==> src/design/ddtw_pkg.sv <==
package ddtw_pkg;

    // Field widths
    localparam int SPD_W  = 32;
    localparam int RAD_W  = 20;
    localparam int TRK_W  = 24;
    localparam int TCK_W  = 24;
    localparam int LIM_W  = 31;
    localparam int CFG_W  = 31;

    // Derived datapath widths
    localparam int TPI_W  = 35;            // 2*pi in Q32
    localparam int DEN_W  = TPI_W + RAD_W; // 2*pi*radius, Q32
    localparam int CAP_W  = DEN_W + LIM_W; // den * limit
    localparam int MAG_W  = 56;            // |v*2e6 -/+ w*track|
    localparam int N_W    = MAG_W + TCK_W; // |a| * ticks
    localparam int PROD_W = N_W + LIM_W;   // n * limit
    localparam int DNUM_W = PROD_W + 1;    // divider numerator
    localparam int DDEN_W = N_W + 1;       // divider denominator
    localparam int QUO_W  = 32;            // quotient bits

    localparam logic [20:0]      SPD_SCALE  = 21'd2000000;
    localparam logic [TPI_W-1:0] TWO_PI_Q32 = 35'd26986075409;

    typedef enum logic [1:0] {
        REG_RADIUS = 2'd0,
        REG_TRACK  = 2'd1,
        REG_TICKS  = 2'd2,
        REG_LIMIT  = 2'd3
    } reg_idx_t;

    // Geometry seen by the datapath
    typedef struct packed {
        logic [TRK_W-1:0] track;
        logic [TCK_W-1:0] ticks;
        logic [LIM_W-1:0] limit;
        logic [DEN_W-1:0] den;
        logic [CAP_W-1:0] cap;
        logic             sane;
    } geom_t;

    typedef struct packed {
        logic             ok;
        logic [SPD_W-1:0] left_rate;
        logic [SPD_W-1:0] right_rate;
    } rate_t;

endpackage

==> src/design/ddtw_out.sv <==
module ddtw_out (
    input  logic                         clk,
    input  logic                         rst_n,
    input  logic                         in_valid,
    input  logic                         l_neg,
    input  logic                         r_neg,
    input  logic [ddtw_pkg::QUO_W-1:0]   l_quo,
    input  logic [ddtw_pkg::QUO_W-1:0]   r_quo,
    input  ddtw_pkg::geom_t              g,
    input  logic                         out_ready,
    output logic                         en,
    output logic                         out_valid,
    output ddtw_pkg::rate_t              out_data
);
    import ddtw_pkg::*;

    logic [QUO_W-1:0] lim_c, lmag_c, rmag_c;
    rate_t            res_c;
    rate_t            out_reg, skid_reg;
    logic             out_v_reg, skid_v_reg;
    logic             take;

    // clamp to the limit, apply sign, zero out unset geometry
    always_comb
    begin
        lim_c  = {1'b0, g.limit};
        lmag_c = (l_quo > lim_c) ? lim_c : l_quo;
        rmag_c = (r_quo > lim_c) ? lim_c : r_quo;
        if (g.sane)
        begin
            res_c.ok         = 1'b1;
            res_c.left_rate  = l_neg ? (QUO_W'(0) - lmag_c) : lmag_c;
            res_c.right_rate = r_neg ? (QUO_W'(0) - rmag_c) : rmag_c;
        end
        else
        begin
            res_c = '0;
        end
    end

    assign en   = !skid_v_reg;
    assign take = !out_v_reg || out_ready;

    // output register with skid stage
    always_ff @(posedge clk or negedge rst_n)
    begin
        if (!rst_n)
        begin
            out_v_reg  <= 1'b0;
            skid_v_reg <= 1'b0;
        end
        else if (take)
        begin
            out_v_reg  <= skid_v_reg || in_valid;
            skid_v_reg <= 1'b0;
        end
        else if (en && in_valid)
        begin
            skid_v_reg <= 1'b1;
        end
    end

    always_ff @(posedge clk)
    begin
        if (take)
        begin
            out_reg <= skid_v_reg ? skid_reg : res_c;
        end
        else if (!skid_v_reg)
        begin
            skid_reg <= res_c;
        end
    end

    assign out_valid = out_v_reg;
    assign out_data  = out_reg;

endmodule

==> config.mk <==
export PLATFORM = sky130hd
export DESIGN_NAME = ddtw_out
export DESIGN_NICKNAME = d
export VERILOG_FILES = /design/src/design/ddtw_pkg.sv /design/src/design/ddtw_out.sv
export SDC_FILE = /design/constraint.sdc
export NUM_CORES = 1
export LEC_CHECK = 0
export ABC_AREA = 1
export BUFFER_PORTS_ARGS = -buffer_cell sky130_fd_sc_hd__buf_2
export CAP_MARGIN = 30
export CORE_UTILIZATION = 51
export CTS_BUF_LIST = sky130_fd_sc_hd__clkbuf_4 sky130_fd_sc_hd__clkbuf_8 sky130_fd_sc_hd__clkbuf_16
export CTS_CLUSTER_SIZE = 25
export DETAILED_ROUTE_END_ITERATION = 10
export GPL_TIMING_DRIVEN = 0
export PLACE_DENSITY_LB_ADDON = 0.05
export SYNTH_ARGS = -nofsm -noshare
export SYNTH_HDL_FRONTEND = slang
export SYNTH_SLANG_ARGS = --single-unit
export TNS_END_PERCENT = 5
==> constraint.sdc <==
create_clock -name clk -period 7.3 [get_ports clk]
set_clock_uncertainty 0.2 [all_clocks]
set_input_delay 0 -clock clk [delete_from_list [all_inputs] [get_ports clk]]
set_output_delay 0 -clock clk [all_outputs]
set_load 0.05 [all_outputs]
Yosys cells after proc, flatten, opt, wreduce, memory -nomap -nowiden
Cells that the tools add are included.
{ "word_totals": {"reg_bits": 132, "in_bits": 291, "word_cells": 26} }
{ "op_classes": {"n_addsub": 2, "order_cmp": 2, "muxes": 8, "reduce_logical": 6} }
{ "op_table": {"columns": ["cell", "count"], "rows": [
  ["$mux 65", 2],
  ["$mux 32", 4],
  ["$gt 32x31->1", 2],
  ["$sub 1x32->32 const A", 2],
  ["$logic_not 1->1", 2],
  ["$logic_or 1x1->1", 2],
  ["$mux 1", 2],
  ["$reduce_bool 2->1", 1],
  ["$logic_and 1x1->1", 1]
]} }

Longest topological paths before layout
{ "logic_depth": {"depth_word": 6, "ltp_mapped": 27, "ltp_nobuf": 26} }

Least setup slack after synthesis
No wires, ideal clock.
{ "synth_timing": {"path_kind": "reg2reg", "from": "reg out_v_reg (netlist: out_valid)", "to": "reg out_reg (netlist bit out_data[0]), enable pin", "setup_ns": 0.650, "arrival_time_ns": 5.746, "required_ns": 6.450, "path_slack_ns": 0.704, "stages_incl_launch_ff": 4, "path_buffers": 0, "period_less_slack_ns": 6.596, "cell_sequence": "dfrtp_1 -> inv_1 -> nor2_1 -> inv_1"} }
{ "synth_via": {"elab_chain_len": 2} }
{ "synth_rtl": {"columns": ["element", "line", "source"], "rows": [
  ["start, declared", "ddtw_out.sv:20", "logic out_v_reg, skid_v_reg;"],
  ["start signal, assigned", "ddtw_out.sv:54", "out_v_reg <= skid_v_reg || in_valid;"],
  ["$logic_not 1->1", "ddtw_out.sv:42", "assign take = !out_v_reg || out_ready;"],
  ["$logic_or 1x1->1", "ddtw_out.sv:42", null],
  ["end signal, assigned", "ddtw_out.sv:67", "out_reg <= skid_v_reg ? skid_reg : res_c;"],
  ["end, declared", "ddtw_out.sv:19", "rate_t out_reg, skid_reg;"]
]} }
Every way passes these cells.
A chain may end at the register's enable or synchronous reset.

Worst setup path after layout
{ "layout_timing": {"from": "in g[157] (netlist name)", "to": "reg out_reg (netlist bit out_data[30]) (data pin)"} }
{ "layout_via": {"elab_chain_len": 6} }
{ "layout_rtl": {"columns": ["element", "line", "source"], "rows": [
  ["start, declared", "ddtw_out.sv:9", "input ddtw_pkg::geom_t g,"],
  ["$gt 32x31->1", "ddtw_out.sv:28", "rmag_c = (r_quo > lim_c) ? lim_c : r_quo;"],
  ["$mux 32 *", "ddtw_out.sv:28", null],
  ["$sub 1x32->32", "ddtw_out.sv:33", "res_c.right_rate = r_neg ? (QUO_W'(0) - rmag_c) : rmag_c;"],
  ["$mux 32 *", "ddtw_out.sv:33", null],
  ["$mux 65 *", "ddtw_out.sv:29", "if (g.sane)"],
  ["$mux 65 *", null, null]
]} }
Every way passes the cells marked *; elsewhere a longest branch is shown, timed or not.

==> impl_metrics.env <==
export IMPL_hp_class="input pin to flop"
export IMPL_yosys_cell_count_top_type="sky130_fd_sc_hd__nand2_1"
export IMPL_max_slew_worst_pin_slew_ns=0.887
export IMPL_clkSlewWorstSetupHoldPaths_ns=0.06
export IMPL_synth_edf_count=130
export IMPL_io_pin_count=358
export IMPL_result_of_the_run="complete, no violations"
export IMPL_type_of_the_worst_setup_path="input pin to flop"
export IMPL_library_cell_occupying_the_most_area_in_the_post_synthesis_netlist="sky130_fd_sc_hd__edfxtp_1"
export IMPL_synth_nets=1637
export IMPL_ff2ff_path_depth=4
export IMPL_global_route_wire_length_before_repair_um=49800
export IMPL_place_detailed_hpwl_um=26300
export IMPL_synth_top_cell_area_share_pct=40.5
export IMPL_place_gp_congestion=1.01
export IMPL_timing_critical_path_cells="dlygate4sd3_1, buf_2, inv_1, ha_1, nand2_1, nor2_1, nand2_1, inv_1, nand2_1, nand2_1, nand2_1, nand2_2, nand2_4, buf_6, buf_2, o21ai_0, ha_1, nand2_1, o21ai_1, nand3_1, nor2_2, nand3_1, nand3_1, nand2_1"
export IMPL_setup_violations_final=0
export IMPL_core_region_area_mm2=0.0183
export IMPL_n_fill_cell=1683
export IMPL_total_power_mw=2.55
export IMPL_critical_path_slowest_cell="sky130_fd_sc_hd__dlygate4sd3_1"
export IMPL_setup_slack_ns=3.50
export IMPL_synth_seq_area_share_pct=41.0
export IMPL_number_of_global_route_vias_before_repair=8659
export IMPL_hold_path_cell_count=5
export IMPL_worst_path_most_repeated_cell="sky130_fd_sc_hd__nand2_1"
export IMPL_worstSetupStartpointType="input pin"
export IMPL_yosys_most_used_dff="sky130_fd_sc_hd__edfxtp_1"
export IMPL_mapped_cells=1282
export IMPL_routed_wirelength_um=32800
export IMPL_combinational_family_with_the_most_area_after_synthesis="simple AND/OR/NAND/NOR gates"
export IMPL_arrival_ns=3.77
export IMPL_report_final_slew_viol_count=0
export IMPL_clkLatencyLatePin_ns=0.43
export IMPL_vias=9458
export IMPL_yosys_area_share_xor_xnor_pct=0
export IMPL_p_leak_nw=5.51
export IMPL_die_height_um=140
export IMPL_initial_utilization_pct=52.8
export IMPL_final_net_count=1832
export IMPL_final_cells=1721
export IMPL_synth_mux_area_fraction_pct=0
export IMPL_clock_sink_count=132
export IMPL_area_growth_pct=18.7
export IMPL_netlist_top_cells_area="sky130_fd_sc_hd__edfxtp_1 (40%), sky130_fd_sc_hd__nand2_1 (18%), sky130_fd_sc_hd__ha_1 (8.3%)"
export IMPL_route_antenna_remaining_nets=0
export IMPL_dp_cell_count=1681
export IMPL_yosys_warnings=0
export IMPL_grt_max_degree=45
export IMPL_routedWlPerCell_um=19.0
export IMPL_grt_usage_pct=34.5
export IMPL_synth_seq_cells=132
export IMPL_finalHoldViolations=0
export IMPL_relative_max_transition_margin_pct=40.9
export IMPL_cts_tree="yes"
export IMPL_stdcell_area_mm2=0.0115
export IMPL_post_synth_fa_ha_maj_area_fraction_pct=8.30
export IMPL_critPathMaxFanout=10
export IMPL_finalCriticalPeriod_ns=3.80
export IMPL_rows=49
export IMPL_port_buffer_count=167
export IMPL_drc=0
export IMPL_rsz0062_at_grt="false"
export IMPL_netlist_cell_type_count=37
export IMPL_worst_path_largest_cell_delay_ns=0.51
export IMPL_synth_area_mm2=0.00965
export IMPL_crit_required_ns=7.27
export IMPL_ys_async_sr_fraction_pct=1.52
export IMPL_ctsLongestPathBuffers=2
export IMPL_synth_compound_area_share_pct=9.97
export IMPL_max_freq_mhz=263
export IMPL_drt_pre_antenna_iters=6
export IMPL_timing_critical_path_to_type="flop"
export IMPL_grt_overflow_total=0
export IMPL_cts_htree_levels=4
export IMPL_post_place_setup_slack_ns=3.50
export IMPL_yosys_area_share_simple_pct=33.2
export IMPL_vdd_ir_drop_worst_uv=159
export IMPL_root_buffer="sky130_fd_sc_hd__clkbuf_16"
export IMPL_syn_avg_cell_area_um2=7.53
export IMPL_die_w_um=140
export IMPL_power_density_cell_area_mw_per_mm2=223
export IMPL_placed_cell_area_mm2=0.0108
export IMPL_layout_drive_gt1_share_pct=20.0
export IMPL_synthTopCellsByCount="sky130_fd_sc_hd__nand2_1 (463), sky130_fd_sc_hd__edfxtp_1 (130), sky130_fd_sc_hd__inv_1 (120), sky130_fd_sc_hd__nand3_1 (109), sky130_fd_sc_hd__nor2_1 (102)"
export IMPL_routed_via_density=5.50
export IMPL_die_area_mm2=0.0195
export IMPL_drt_iter0_drc=750
export IMPL_portion_of_the_clock_cycle_consumed_by_the_worst_path_in_the_final_layout_pct=52.1
export IMPL_maxCapViolations=0
export IMPL_grt_antenna_before_repair=2
export IMPL_cts_buffers_inserted=17
export IMPL_worst_r2r_setup_slack_ns=5.11
## logic make-up (layout without fill, tap and decap cells)
family                     Yosys count  after routing
other                                0              2
AOI/OAI and AO/OA                  169            169
and+or+nand+nor                    753            753
DFF                                132            132
buffers and inverters              164            372
adders and majority gates           64             64
## cell type report
type / instances / area (µm²) / area share, %
Antenna cell: 2 / 5.00 / 0.0437
Buffer: 41 / 269 / 2.35
Clock buffer: 17 / 425 / 3.71
Clock inverter: 15 / 124 / 1.08
Inverter: 123 / 462 / 4.03
Multi-Input combinational cell: 986 / 4970 / 43.4
Sequential cell: 132 / 3950 / 34.5
Tap cell: 229 / 287 / 2.50
Timing Repair Buffer: 176 / 956 / 8.35
## per-layer routing
layer / global-route usage [%] / part of all wire [%]
met5: 0 / 0
met4: 10.5 / 2.0
met3: 7.36 / 10
met2: 51.4 / 42
met1: 50.2 / 45
## cell usage in the layout (no fill, tap or decap), types with 4 or more instances in the layout
master,instances
sky130_fd_sc_hd__nand2_1,463
sky130_fd_sc_hd__inv_1,119
sky130_fd_sc_hd__clkinvlp_4,4
sky130_fd_sc_hd__o21ai_1,32
sky130_fd_sc_hd__nand2_2,33
sky130_fd_sc_hd__buf_6,12
sky130_fd_sc_hd__edfxtp_1,130
sky130_fd_sc_hd__o21ai_0,64
sky130_fd_sc_hd__nor2_1,101
sky130_fd_sc_hd__nor2_2,9
sky130_fd_sc_hd__inv_2,4
sky130_fd_sc_hd__clkbuf_1,15
sky130_fd_sc_hd__nand4_1,22
sky130_fd_sc_hd__o21ai_2,13
sky130_fd_sc_hd__ha_1,64
sky130_fd_sc_hd__a21oi_1,46
sky130_fd_sc_hd__buf_4,4
sky130_fd_sc_hd__clkbuf_16,17
sky130_fd_sc_hd__inv_8,4
sky130_fd_sc_hd__buf_2,175
sky130_fd_sc_hd__nand3_1,109
sky130_fd_sc_hd__dlygate4sd3_1,6
## stage by stage
stage	hold slack (ns)	setup TNS (ns)	utilization, %
floorplan	-0.496	0	-
global placement	-0.413	-147.12	59.0
detailed placement	-0.408	0	59.3
CTS	0.00424	0	62.7
global route	0.0197	0	62.7
finish	0.0142	0	62.7
## worst max-delay path: cells and delay by family
family / cells / cell delay (ns)
AND/OR/NAND/NOR: 14 / 1.56
AO/OA/AOI/OAI: 2 / 0.52
adder cells (fa/ha/maj): 2 / 0.55
buffers and inverters: 6 / 1.15
## power breakdown
part | leakage [nW] | internal [mW] | switching (mW)
Combinational | 3.91 | 0.196 | 0.565
Sequential | 1.34 | 0.944 | 0.0240
Clock | 0.261 | 0.443 | 0.377
## repair_timing
item / CTS / global route
hold buffers: 6 / 0
buffers inserted: 0 / 0
endpoints found under the setup margin: 0 / 0
gates resized for setup: 0 / 0
endpoints found under the hold margin: 39 / 0
## final timing paths
kind | start | end
worst max-delay path | g[157] | out_data[30]$_DFFE_PN_
worst min-delay path | r_quo[10] | out_data[10]$_DFFE_PN_
worst max register to register | skid_v_reg$_DFFE_PN0P_ | out_data[33]$_DFFE_PN_
worst min register to register | skid_reg[63]$_DFFE_PP_ | out_data[63]$_DFFE_PN_
max in group asynchronous | rst_n | skid_v_reg$_DFFE_PN0P_
min in group asynchronous | rst_n | out_valid$_DFFE_PN0N_
(Power assumes the default switching activity.)
